--- src/rtl/i2c_register_table_slave_defines.svh ---
// Assertion helpers used by i2crt_ctrl.
`ifndef I2C_REGISTER_TABLE_SLAVE_DEFINES_SVH
`define I2C_REGISTER_TABLE_SLAVE_DEFINES_SVH

// Check a property on every rising clock edge outside reset.
`define I2CRT_ASSERT(lbl, clk, rst_n, prop, msg) \
  lbl: assert property (@(posedge clk) disable iff (!rst_n) (prop)) else $error(msg);

// Check that a condition leads to a consequence in the next cycle.
`define I2CRT_ASSERT_NEXT(lbl, clk, rst_n, ante, cons, msg) \
  lbl: assert property (@(posedge clk) disable iff (!rst_n) (ante) |=> (cons)) else $error(msg);

`endif

--- src/rtl/i2crt_pkg.sv ---
package i2crt_pkg;

  localparam int unsigned NUM_REGS_DEF  = 8;
  localparam int unsigned BUF_DEPTH_DEF = 16;

  localparam int unsigned CFG_ADDR_W = 3;
  localparam int unsigned CFG_DATA_W = 32;

  localparam logic [3:0] TABLE_ENTRIES_RST = 4'd8;
  localparam logic [7:0] TX_FILL           = 8'hFF;

  localparam logic CFG_TABLE_ENTRIES = 1'b0;

  typedef enum logic [2:0] {
    OP_BUS        = 3'd0,
    OP_LOAD_TX    = 3'd1,
    OP_READ_RX    = 3'd2,
    OP_SET_RX_LEN = 3'd3,
    OP_SET_TX_LEN = 3'd4
  } op_e;

  typedef enum logic [2:0] {
    EVT_ADDR_RD = 3'd0,
    EVT_ADDR_WR = 3'd1,
    EVT_RD_DATA = 3'd2,
    EVT_WR_DATA = 3'd3,
    EVT_STOP    = 3'd4,
    EVT_ERROR   = 3'd5
  } evt_e;

  typedef enum logic [1:0] {
    ST_CLEAR,
    ST_IDLE,
    ST_EXEC
  } ctrl_state_e;

  typedef struct packed {
    logic [2:0] opcode;
    logic       addr_stop_flag;
    logic       addr_match;
    logic       read_dir;
    logic       data_flag;
    logic       collision;
    logic       bus_fault;
    logic [7:0] data_byte;
    logic [2:0] reg_select;
    logic [3:0] byte_offset;
  } in_req_t;

  typedef struct packed {
    logic [2:0] event_kind;
    logic       complete;
    logic [7:0] out_byte;
    logic       out_valid;
  } out_rsp_t;

  typedef struct packed {
    logic clear;
    logic accept;
    logic commit;
  } ctrl_cmd_t;

  typedef struct packed {
    logic clr_last;
  } dp_status_t;

endpackage

--- src/rtl/i2crt_cfg.sv ---
module i2crt_cfg (
  input  logic                                clk_i,
  input  logic                                rst_ni,
  input  logic                                psel,
  input  logic                                penable,
  input  logic                                pwrite,
  input  logic [i2crt_pkg::CFG_ADDR_W-1:0]    paddr,
  input  logic [i2crt_pkg::CFG_DATA_W-1:0]    pwdata,
  output logic [i2crt_pkg::CFG_DATA_W-1:0]    prdata,
  output logic                                pready,
  output logic [3:0]                          table_entries_o
);

  logic [3:0] table_entries_q;
  logic       wr_en;
  logic       reg_idx;

  assign pready  = 1'b1;
  assign wr_en   = psel && penable && pwrite && pready;
  assign reg_idx = paddr[i2crt_pkg::CFG_ADDR_W-1];

  always_ff @(posedge clk_i or negedge rst_ni) begin
    if (!rst_ni) begin
      table_entries_q <= i2crt_pkg::TABLE_ENTRIES_RST;
    end else if (wr_en && (reg_idx == i2crt_pkg::CFG_TABLE_ENTRIES)) begin
      table_entries_q <= pwdata[3:0];
    end
  end

  always_comb begin
    unique case (reg_idx)
      i2crt_pkg::CFG_TABLE_ENTRIES: begin
        prdata = i2crt_pkg::CFG_DATA_W'(table_entries_q);
      end
      default: begin
        prdata = '0;
      end
    endcase
  end

  assign table_entries_o = table_entries_q;

endmodule

--- src/rtl/i2crt_dp.sv ---
module i2crt_dp #(
  parameter int unsigned NUM_REGS  = i2crt_pkg::NUM_REGS_DEF,
  parameter int unsigned BUF_DEPTH = i2crt_pkg::BUF_DEPTH_DEF
) (
  input  logic                  clk_i,
  input  logic                  rst_ni,
  input  i2crt_pkg::ctrl_cmd_t  cmd_i,
  output i2crt_pkg::dp_status_t status_o,
  input  logic [3:0]            table_entries_i,
  input  i2crt_pkg::in_req_t    in_req_i,
  output i2crt_pkg::out_rsp_t   out_rsp_o
);

  localparam int unsigned StoreSize = NUM_REGS * BUF_DEPTH;
  localparam int unsigned AddrW     = (StoreSize > 1) ? $clog2(StoreSize) : 1;
  localparam int unsigned RegW      = (NUM_REGS > 1) ? $clog2(NUM_REGS) : 1;
  localparam int unsigned PosW      = $clog2(BUF_DEPTH + 1);

  logic [7:0]      rx_mem     [StoreSize];
  logic [7:0]      tx_mem     [StoreSize];
  logic [PosW-1:0] rx_len_mem [NUM_REGS];
  logic [PosW-1:0] tx_len_mem [NUM_REGS];

  i2crt_pkg::in_req_t  req_q;
  i2crt_pkg::out_rsp_t rsp_q, rsp_d;
  i2crt_pkg::evt_e     kind;

  logic            pend_q, pend_d;
  logic [RegW-1:0] cur_q, cur_d;
  logic [PosW-1:0] rx_pos_q, rx_pos_d;
  logic [PosW-1:0] tx_pos_q, tx_pos_d;
  logic [PosW-1:0] rx_lim_q, rx_lim_d;
  logic [PosW-1:0] tx_lim_q, tx_lim_d;
  logic [AddrW-1:0] clr_cnt_q;

  logic [7:0]      rx_rd_q, tx_rd_q;
  logic [PosW-1:0] rx_len_rd_q, tx_len_rd_q;
  logic [RegW-1:0] sel_q, sel_d;

  logic [AddrW-1:0] in_loc_addr;
  logic [AddrW-1:0] tx_addr;

  logic [7:0]       rs8;
  logic [RegW-1:0]  reg_idx;
  logic [AddrW-1:0] loc_addr;
  logic [AddrW-1:0] rx_addr;
  logic             loc_ok, reg_ok;
  logic             tx_avail, rx_room;
  logic [PosW-1:0]  len_clamp;

  logic             rx_we_bus, tx_we_loc, rxl_we_loc, txl_we_loc;
  logic             rx_we, tx_we, rxl_we, txl_we;
  logic [AddrW-1:0] rx_wa, tx_wa;
  logic [7:0]       rx_wd, tx_wd;
  logic             clr_len;
  logic [RegW-1:0]  len_wa;
  logic [PosW-1:0]  len_wd;

  // request side: addresses for the registered reads
  assign in_loc_addr = AddrW'(in_req_i.reg_select * BUF_DEPTH) +
                       AddrW'(in_req_i.byte_offset);
  assign tx_addr     = AddrW'(cur_q * BUF_DEPTH) + AddrW'(tx_pos_q);

  always_comb begin
    if ((9'(in_req_i.data_byte) < 9'(table_entries_i)) &&
        (9'(in_req_i.data_byte) < 9'(NUM_REGS))) begin
      sel_d = in_req_i.data_byte[RegW-1:0];
    end else begin
      sel_d = '0;
    end
  end

  always_ff @(posedge clk_i) begin
    if (cmd_i.accept) begin
      req_q <= in_req_i;
      sel_q <= sel_d;
    end
  end

  // execute side
  assign rs8       = 8'(req_q.reg_select);
  assign reg_idx   = rs8[RegW-1:0];
  assign reg_ok    = 9'(req_q.reg_select) < 9'(NUM_REGS);
  assign loc_ok    = reg_ok && (8'(req_q.byte_offset) < 8'(BUF_DEPTH));
  assign loc_addr  = AddrW'(req_q.reg_select * BUF_DEPTH) + AddrW'(req_q.byte_offset);
  assign rx_addr   = AddrW'(cur_q * BUF_DEPTH) + AddrW'(rx_pos_q);
  assign tx_avail  = (tx_pos_q < tx_lim_q) && (9'(tx_pos_q) < 9'(BUF_DEPTH));
  assign rx_room   = (rx_pos_q < rx_lim_q) && (9'(rx_pos_q) < 9'(BUF_DEPTH));
  assign len_clamp = (9'(req_q.data_byte) > 9'(BUF_DEPTH)) ? PosW'(BUF_DEPTH)
                                                           : PosW'(req_q.data_byte);

  always_comb begin
    if (req_q.collision || req_q.bus_fault) begin
      kind = i2crt_pkg::EVT_ERROR;
    end else if (req_q.addr_stop_flag) begin
      if (req_q.addr_match) begin
        kind = req_q.read_dir ? i2crt_pkg::EVT_ADDR_RD : i2crt_pkg::EVT_ADDR_WR;
      end else begin
        kind = i2crt_pkg::EVT_STOP;
      end
    end else if (req_q.data_flag) begin
      kind = req_q.read_dir ? i2crt_pkg::EVT_RD_DATA : i2crt_pkg::EVT_WR_DATA;
    end else begin
      kind = i2crt_pkg::EVT_ERROR;
    end
  end

  always_comb begin
    pend_d     = pend_q;
    cur_d      = cur_q;
    rx_pos_d   = rx_pos_q;
    tx_pos_d   = tx_pos_q;
    rx_lim_d   = rx_lim_q;
    tx_lim_d   = tx_lim_q;
    rsp_d      = '0;
    rx_we_bus  = 1'b0;
    tx_we_loc  = 1'b0;
    rxl_we_loc = 1'b0;
    txl_we_loc = 1'b0;
    case (req_q.opcode)
      i2crt_pkg::OP_BUS: begin
        rsp_d.event_kind = 3'(kind);
        case (kind)
          i2crt_pkg::EVT_ADDR_WR: begin
            pend_d = 1'b1;
          end
          i2crt_pkg::EVT_RD_DATA: begin
            rsp_d.out_valid = 1'b1;
            if (tx_avail) begin
              rsp_d.out_byte = tx_rd_q;
              tx_pos_d       = tx_pos_q + 1'b1;
            end else begin
              rsp_d.out_byte = i2crt_pkg::TX_FILL;
            end
          end
          i2crt_pkg::EVT_WR_DATA: begin
            if (pend_q) begin
              cur_d    = sel_q;
              rx_lim_d = rx_len_rd_q;
              tx_lim_d = tx_len_rd_q;
              rx_pos_d = '0;
              tx_pos_d = '0;
              pend_d   = 1'b0;
            end else if (rx_room) begin
              rx_we_bus = 1'b1;
              rx_pos_d  = rx_pos_q + 1'b1;
            end
          end
          i2crt_pkg::EVT_STOP, i2crt_pkg::EVT_ERROR: begin
            rsp_d.complete = 1'b1;
          end
          default: begin
          end
        endcase
      end
      i2crt_pkg::OP_LOAD_TX: begin
        tx_we_loc = loc_ok;
      end
      i2crt_pkg::OP_READ_RX: begin
        rsp_d.out_valid = 1'b1;
        rsp_d.out_byte  = loc_ok ? rx_rd_q : 8'h00;
      end
      i2crt_pkg::OP_SET_RX_LEN: begin
        rxl_we_loc = reg_ok;
      end
      i2crt_pkg::OP_SET_TX_LEN: begin
        txl_we_loc = reg_ok;
      end
      default: begin
      end
    endcase
  end

  always_ff @(posedge clk_i or negedge rst_ni) begin
    if (!rst_ni) begin
      pend_q   <= 1'b0;
      cur_q    <= '0;
      rx_pos_q <= '0;
      tx_pos_q <= '0;
      rx_lim_q <= '0;
      tx_lim_q <= '0;
    end else if (cmd_i.commit) begin
      pend_q   <= pend_d;
      cur_q    <= cur_d;
      rx_pos_q <= rx_pos_d;
      tx_pos_q <= tx_pos_d;
      rx_lim_q <= rx_lim_d;
      tx_lim_q <= tx_lim_d;
    end
  end

  always_ff @(posedge clk_i) begin
    if (cmd_i.commit) begin
      rsp_q <= rsp_d;
    end
  end

  // clearing sweep after reset
  always_ff @(posedge clk_i or negedge rst_ni) begin
    if (!rst_ni) begin
      clr_cnt_q <= '0;
    end else if (cmd_i.clear) begin
      clr_cnt_q <= clr_cnt_q + 1'b1;
    end
  end

  assign status_o.clr_last = (32'(clr_cnt_q) == (StoreSize - 1));

  // memory write ports
  assign rx_we   = cmd_i.clear || (cmd_i.commit && rx_we_bus);
  assign rx_wa   = cmd_i.clear ? clr_cnt_q : rx_addr;
  assign rx_wd   = cmd_i.clear ? 8'h00 : req_q.data_byte;
  assign tx_we   = cmd_i.clear || (cmd_i.commit && tx_we_loc);
  assign tx_wa   = cmd_i.clear ? clr_cnt_q : loc_addr;
  assign tx_wd   = cmd_i.clear ? 8'h00 : req_q.data_byte;
  assign clr_len = cmd_i.clear && (32'(clr_cnt_q) < NUM_REGS);
  assign rxl_we  = clr_len || (cmd_i.commit && rxl_we_loc);
  assign txl_we  = clr_len || (cmd_i.commit && txl_we_loc);
  assign len_wa  = cmd_i.clear ? clr_cnt_q[RegW-1:0] : reg_idx;
  assign len_wd  = cmd_i.clear ? '0 : len_clamp;

  always_ff @(posedge clk_i) begin
    if (rx_we) begin
      rx_mem[rx_wa] <= rx_wd;
    end
    if (cmd_i.accept) begin
      rx_rd_q <= rx_mem[in_loc_addr];
    end
  end

  always_ff @(posedge clk_i) begin
    if (tx_we) begin
      tx_mem[tx_wa] <= tx_wd;
    end
    if (cmd_i.accept) begin
      tx_rd_q <= tx_mem[tx_addr];
    end
  end

  always_ff @(posedge clk_i) begin
    if (rxl_we) begin
      rx_len_mem[len_wa] <= len_wd;
    end
    if (cmd_i.accept) begin
      rx_len_rd_q <= rx_len_mem[sel_d];
    end
  end

  always_ff @(posedge clk_i) begin
    if (txl_we) begin
      tx_len_mem[len_wa] <= len_wd;
    end
    if (cmd_i.accept) begin
      tx_len_rd_q <= tx_len_mem[sel_d];
    end
  end

  assign out_rsp_o = rsp_q;

endmodule

--- src/rtl/i2crt_ctrl.sv ---
`include "i2c_register_table_slave_defines.svh"

module i2crt_ctrl (
  input  logic                  clk_i,
  input  logic                  rst_ni,
  input  logic                  in_valid_i,
  output logic                  in_ready_o,
  output logic                  out_valid_o,
  input  logic                  out_ready_i,
  output i2crt_pkg::ctrl_cmd_t  cmd_o,
  input  i2crt_pkg::dp_status_t status_i
);

  i2crt_pkg::ctrl_state_e state_q, state_d;
  logic                   out_valid_q;
  logic                   slot_free;

  assign slot_free = !out_valid_q || out_ready_i;

  always_comb begin
    state_d = state_q;
    unique case (state_q)
      i2crt_pkg::ST_CLEAR: begin
        if (status_i.clr_last) begin
          state_d = i2crt_pkg::ST_IDLE;
        end
      end
      i2crt_pkg::ST_IDLE: begin
        if (in_valid_i) begin
          state_d = i2crt_pkg::ST_EXEC;
        end
      end
      i2crt_pkg::ST_EXEC: begin
        if (slot_free) begin
          state_d = i2crt_pkg::ST_IDLE;
        end
      end
      default: begin
        state_d = i2crt_pkg::ST_IDLE;
      end
    endcase
  end

  always_comb begin
    in_ready_o   = 1'b0;
    cmd_o        = '0;
    unique case (state_q)
      i2crt_pkg::ST_CLEAR: begin
        cmd_o.clear = 1'b1;
      end
      i2crt_pkg::ST_IDLE: begin
        in_ready_o   = 1'b1;
        cmd_o.accept = in_valid_i;
      end
      i2crt_pkg::ST_EXEC: begin
        cmd_o.commit = slot_free;
      end
      default: begin
      end
    endcase
  end

  always_ff @(posedge clk_i or negedge rst_ni) begin
    if (!rst_ni) begin
      state_q     <= i2crt_pkg::ST_CLEAR;
      out_valid_q <= 1'b0;
    end else begin
      state_q <= state_d;
      if (cmd_o.commit) begin
        out_valid_q <= 1'b1;
      end else if (out_ready_i) begin
        out_valid_q <= 1'b0;
      end
    end
  end

  assign out_valid_o = out_valid_q;

  `I2CRT_ASSERT_NEXT(a_accept_exec, clk_i, rst_ni, in_valid_i && in_ready_o,
                     state_q == i2crt_pkg::ST_EXEC, "accepted request did not start execution")
  `I2CRT_ASSERT_NEXT(a_commit_valid, clk_i, rst_ni, cmd_o.commit, out_valid_q,
                     "committed result not presented")
  `I2CRT_ASSERT_NEXT(a_clear_hold, clk_i, rst_ni,
                     state_q == i2crt_pkg::ST_CLEAR && !status_i.clr_last,
                     state_q == i2crt_pkg::ST_CLEAR, "clearing sweep left early")
  `I2CRT_ASSERT(a_stall_hold, clk_i, rst_ni,
                (state_q == i2crt_pkg::ST_EXEC && out_valid_q && !out_ready_i) |=>
                (state_q == i2crt_pkg::ST_EXEC && out_valid_q),
                "stalled execution dropped its result")

endmodule

--- src/rtl/i2c_register_table_slave.sv ---
// Channel  | Handshake                       | Payload
// ---------+---------------------------------+----------------------------
// in       | in_valid_i / in_ready_o         | in_req_i  (i2crt_pkg::in_req_t)
// out      | out_valid_o / out_ready_i       | out_rsp_o (i2crt_pkg::out_rsp_t)
// cfg      | psel, penable, pwrite / pready  | paddr, pwdata, prdata
//
// Each request is accepted in ST_IDLE, where the buffer and length
// memories are read, and committed in ST_EXEC, where the result and
// position state are updated; the registered memory reads need both.
// After reset a clearing sweep over all NUM_REGS*BUF_DEPTH entries
// zeroes the memories; no request is accepted until it ends.
// A result waiting on out_ready_i holds the commit cycle until it is taken.
module i2c_register_table_slave #(
  parameter int unsigned NUM_REGS  = i2crt_pkg::NUM_REGS_DEF,
  parameter int unsigned BUF_DEPTH = i2crt_pkg::BUF_DEPTH_DEF
) (
  input  logic                             clk_i,
  input  logic                             rst_ni,
  input  logic                             in_valid_i,
  output logic                             in_ready_o,
  input  i2crt_pkg::in_req_t               in_req_i,
  output logic                             out_valid_o,
  input  logic                             out_ready_i,
  output i2crt_pkg::out_rsp_t              out_rsp_o,
  input  logic                             psel,
  input  logic                             penable,
  input  logic                             pwrite,
  input  logic [i2crt_pkg::CFG_ADDR_W-1:0] paddr,
  input  logic [i2crt_pkg::CFG_DATA_W-1:0] pwdata,
  output logic [i2crt_pkg::CFG_DATA_W-1:0] prdata,
  output logic                             pready
);

  i2crt_pkg::ctrl_cmd_t  cmd;
  i2crt_pkg::dp_status_t status;
  logic [3:0]            table_entries;

  i2crt_cfg u_cfg (
    .clk_i           (clk_i),
    .rst_ni          (rst_ni),
    .psel            (psel),
    .penable         (penable),
    .pwrite          (pwrite),
    .paddr           (paddr),
    .pwdata          (pwdata),
    .prdata          (prdata),
    .pready          (pready),
    .table_entries_o (table_entries)
  );

  i2crt_ctrl u_ctrl (
    .clk_i       (clk_i),
    .rst_ni      (rst_ni),
    .in_valid_i  (in_valid_i),
    .in_ready_o  (in_ready_o),
    .out_valid_o (out_valid_o),
    .out_ready_i (out_ready_i),
    .cmd_o       (cmd),
    .status_i    (status)
  );

  i2crt_dp #(
    .NUM_REGS  (NUM_REGS),
    .BUF_DEPTH (BUF_DEPTH)
  ) u_dp (
    .clk_i           (clk_i),
    .rst_ni          (rst_ni),
    .cmd_i           (cmd),
    .status_o        (status),
    .table_entries_i (table_entries),
    .in_req_i        (in_req_i),
    .out_rsp_o       (out_rsp_o)
  );

endmodule
--- config.mk ---
export PLATFORM = sky130hd
export DESIGN_NAME = i2c_register_table_slave
export DESIGN_NICKNAME = d
export VERILOG_FILES = /design/src/rtl/i2crt_pkg.sv /design/src/rtl/i2crt_cfg.sv /design/src/rtl/i2crt_dp.sv /design/src/rtl/i2crt_ctrl.sv /design/src/rtl/i2c_register_table_slave.sv
export VERILOG_INCLUDE_DIRS = /design/src /design/src/rtl
export SDC_FILE = /design/constraint.sdc
export NUM_CORES = 2
export LEC_CHECK = 0
export BUFFER_PORTS_ARGS = -buffer_cell sky130_fd_sc_hd__buf_2
export CORE_MARGIN = 3
export CORE_UTILIZATION = 60
export DETAILED_ROUTE_END_ITERATION = 10
export PLACE_DENSITY = 0.74
export REMOVE_ABC_BUFFERS = 1
export SYNTH_ARGS = -nofsm -noshare
export SYNTH_HDL_FRONTEND = slang
export SYNTH_HIERARCHICAL = 1
export SYNTH_SLANG_ARGS = --single-unit
--- constraint.sdc ---
create_clock -name clk_i -period 11.1 [get_ports clk_i]
set_clock_uncertainty 0.15 [all_clocks]
set_input_delay 2.22 -clock clk_i [delete_from_list [all_inputs] [get_ports clk_i]]
set_output_delay 2.22 -clock clk_i [all_outputs]
set_load 0.01 [all_outputs]
==> results.cfg <==
[route]
via_count = 43100
via_per_inst = 6.68
drc = 0
antenna_left = 0
wl_per_cell_um = 30.8
drt_wl_total_um = 199000
drt_iter0_markers = 5533
first_pass_iters = 6

[logic_synthesis]
synth_edf_count = 2194
syn_area_um2 = 87700
synth_seq_cells = 2232
seq_area_frac_synth_pct = 76.2
async_flop_share_pct = 1.70
syn_avg_cell_area_um2 = 20.9
synth_cells = 4194
synth_flop_cell = edfxtp_1
synth_warnings = 6
synth.distinct_cells = 66

[timing]
drv_slew = 0
hold_slack_ns = 0.293
rsz0062_at_grt = no
max_slew_margin_pct = 7.27
period_needed_ns = 5.68
setup_ws_ns = 5.42
finalSetupViolations = 0
setup_tns_ns = 0
worst_pin_slew_ns = 1.38
fmax_mhz = 176
hold_viol_final = 0
final.period_utilization_pct = 51.1

[cts]
cts_resized = 0
hold_buffers = 0
cts_num_sinks = 2232
clk_pin_slew_ns = 0.06
clock_tree.buffer_depth = 3
cts_root_buffer = clkbuf_16
clk_latency_ns = 0.84
cts-htree-levels = 4
cts_tree = yes
postCtsSetupBuffers = 0
numCtsBuffers = 209

[final_layout]
drive_above_1_share_pct = 24.7
post-route-util_pct = 67.3
syn2layout_area_growth_pct = 10.7
stdcell_count = 6450
fin_nets = 4459
final_area_um2 = 97100

[floorplan]
die_x_um = 388
pin_count = 114
core_um2 = 144000
start_util_pct = 60.8
dieHeight_um = 388
fp-row-count = 139
die_area_um2 = 151000

[placement]
port_buffers = 54
place_inst = 6066
dp_slack_ns = 4.66
dp_hpwl_um = 116000
place.gp.congestion = 0.847
placed_area_um2 = 90700

[critical_path]
critPathMaxFanout = 16
start_kind = input port
ff2ff_setup_slack_ns = 5.93
regToRegEndpoint = u_dp/tx_mem[99][1]
reg2reg_depth = 6
cp_slowest_cell = nand3_2
required_ns = 11.38
crit_type = input port to register
arrival_ns = 5.96
critical-path-max-stage-delay_ns = 1.01
worstPathCellList = buf_2, nand2b_1, nor2b_2, buf_4, nand2_1, o31ai_2, nand3_2, nor2_1
critPathCaptureType = register
critPathLaunch = out_ready_i
rr_startpoint = u_ctrl/state_q[0]

[global_route]
globalRouteOverflowTotal = 0
grtUsageTotal_pct = 26.6
antenna_found_initial = 7
grt_pass1_wl_um = 293000
grt_start_max_net_pins = 241
grt_pass1_vias = 43100

[power]
leakagePower_nw = 31.6
power_mw = 20.0
vdd_drop_max_v = 0.000156
power.density_nw_per_um2 = 206

[run_status]
status = finished, final reports clean

[worst_hold_path]
whs_path_depth = 2
hold_class = register to register
hold_start = u_dp/rx_len_rd_q[3]
whs_endpoint = u_dp/rx_lim_q[3]

[job]
max_cap_violations = 0
## cell usage after synthesis, drive strengths merged (4+ instances only)
cell | instances | area [um2]
a22oi | 61 | 458
a2111oi | 4 | 35.0
o22ai | 12 | 75.1
ha | 18 | 225
a221oi | 26 | 228
a32o | 6 | 60.1
mux2i | 192 | 1920
mux2 | 41 | 462
or2 | 4 | 25.0
a211oi | 11 | 82.6
nor2 | 206 | 773
inv | 28 | 105
clkbuf | 129 | 484
xor2 | 6 | 52.6
nor2b | 27 | 169
o21ai | 80 | 400
nor3 | 123 | 616
a21o | 8 | 60.1
a22o | 8 | 70.1
nand3 | 15 | 75.1
o31ai | 8 | 60.1
and3 | 4 | 25.0
xnor2 | 8 | 70.1
and2 | 14 | 87.6
a21oi | 41 | 205
a32oi | 5 | 43.8
nand2 | 115 | 432
buf | 131 | 747
a31oi | 22 | 138
mux4 | 539 | 12100
and2b | 5 | 43.8
nand2b | 8 | 50.1
or3 | 6 | 37.5
a311oi | 4 | 35.0
dfrtp | 37 | 926
o21a | 12 | 90.1
edfxtp | 2194 | 65900
## placed cells by master, fill, tap and decap left out, drive strengths merged, types with 5 or more instances in the layout
cell type,instances
ha,18
a221oi,26
mux4,539
nand3,15
a32o,6
o21a,12
a21o,8
a21oi,41
and2,14
clkinv,99
xnor2,8
nor2,206
xor2,6
clkbuf,266
o31ai,8
or3,6
buf,202
a32oi,5
and2b,5
a31oi,22
nor3,123
mux2,41
edfxtp,2194
nand2,115
nor2b,27
inv,35
o22ai,12
dfrtp,37
nand2b,8
conb,29
a211oi,11
o21ai,80
bufinv,9
a22oi,61
mux2i,192
a22o,8
## worst max path at each step
stage | to | slack [ns] | cells past startpoint
3_3_place_gp | u_dp/rx_mem[29][0] | 4.72 | 10
3_5_place_dp | u_dp/rx_mem[25][0] | 4.66 | 10
6_report | u_dp/tx_mem[110][6] | 5.42 | 8
2_1_floorplan | u_dp/tx_rd_q[0] | -3.67 | 7
4_1_cts | u_dp/rx_mem[25][2] | 5.54 | 10
5_1_grt | u_dp/tx_mem[110][7] | 5.29 | 8
## critical path, delay by kind of cell
family,cells,cell delay [ns]
and+or+nand+nor,5,2.40
AOI/OAI and AO/OA,1,0.87
buffers and inverters,2,0.44
## routing by layer
metal / track usage, % / part of all wire, % / vias to the layer above
li1: - / - / 17700
met3: 5.31 / 9.7 / 378
met4: 8.44 / 3.2 / 4
met2: 42.3 / 49 / 2377
met1: 38.0 / 38 / 22600
met5: 0 / 0.013 / -
## cells by family (layout without fill, tap and decap cells)
| group | after synthesis | in the layout | share of synthesized area (%) |
|---|---|---|---|
| simple gates | 544 | 544 | 2.84 |
| fa+ha+maj | 18 | 18 | 0.257 |
| xor+xnor | 14 | 14 | 0.140 |
| flops | 2232 | 2232 | 76.2 |
| other cells | 2 | 30 | 0.00856 |
| mux | 772 | 772 | 16.6 |
| buf+inv | 289 | 614 | 1.53 |
| compound gates | 323 | 323 | 2.47 |
## power by group
group | switching, mW | internal [mW]
logic | 2.16 | 0.583
clock network | 3.00 | 3.72
registers | 0.128 | 10.4
total | 5.29 | 14.7
## final cells by class
class | count | area [um2]
Sequential cell | 2232 | 66800
Fill cell | 8974 | 47200
Multi-Input combinational cell | 1700 | 19900
Clock buffer | 265 | 5500
Tap cell | 1903 | 2380
Timing Repair Buffer | 203 | 1470
Clock inverter | 117 | 953
Inverter | 29 | 109
Antenna cell | 1 | 2.50
## state kept, by name (all words and copies together), names as in the netlist, 4 cells and up
name                   cells
u_dp/tx_len_mem           40
u_dp/rx_lim_q              5
u_dp/tx_pos_q              5
u_dp/out_rsp_o            13
u_dp/tx_mem             1024
u_dp/clr_cnt_q             7
u_dp/req_q                21
u_dp/rx_len_mem           40
u_dp/rx_rd_q               8
u_dp/tx_lim_q              5
u_dp/tx_rd_q               8
u_cfg/table_entries_o      4
u_dp/rx_mem             1024
u_dp/rx_pos_q              5
u_dp/rx_len_rd_q           5
u_dp/tx_len_rd_q           5
Note: power is estimated with default switching activity, not from simulation.
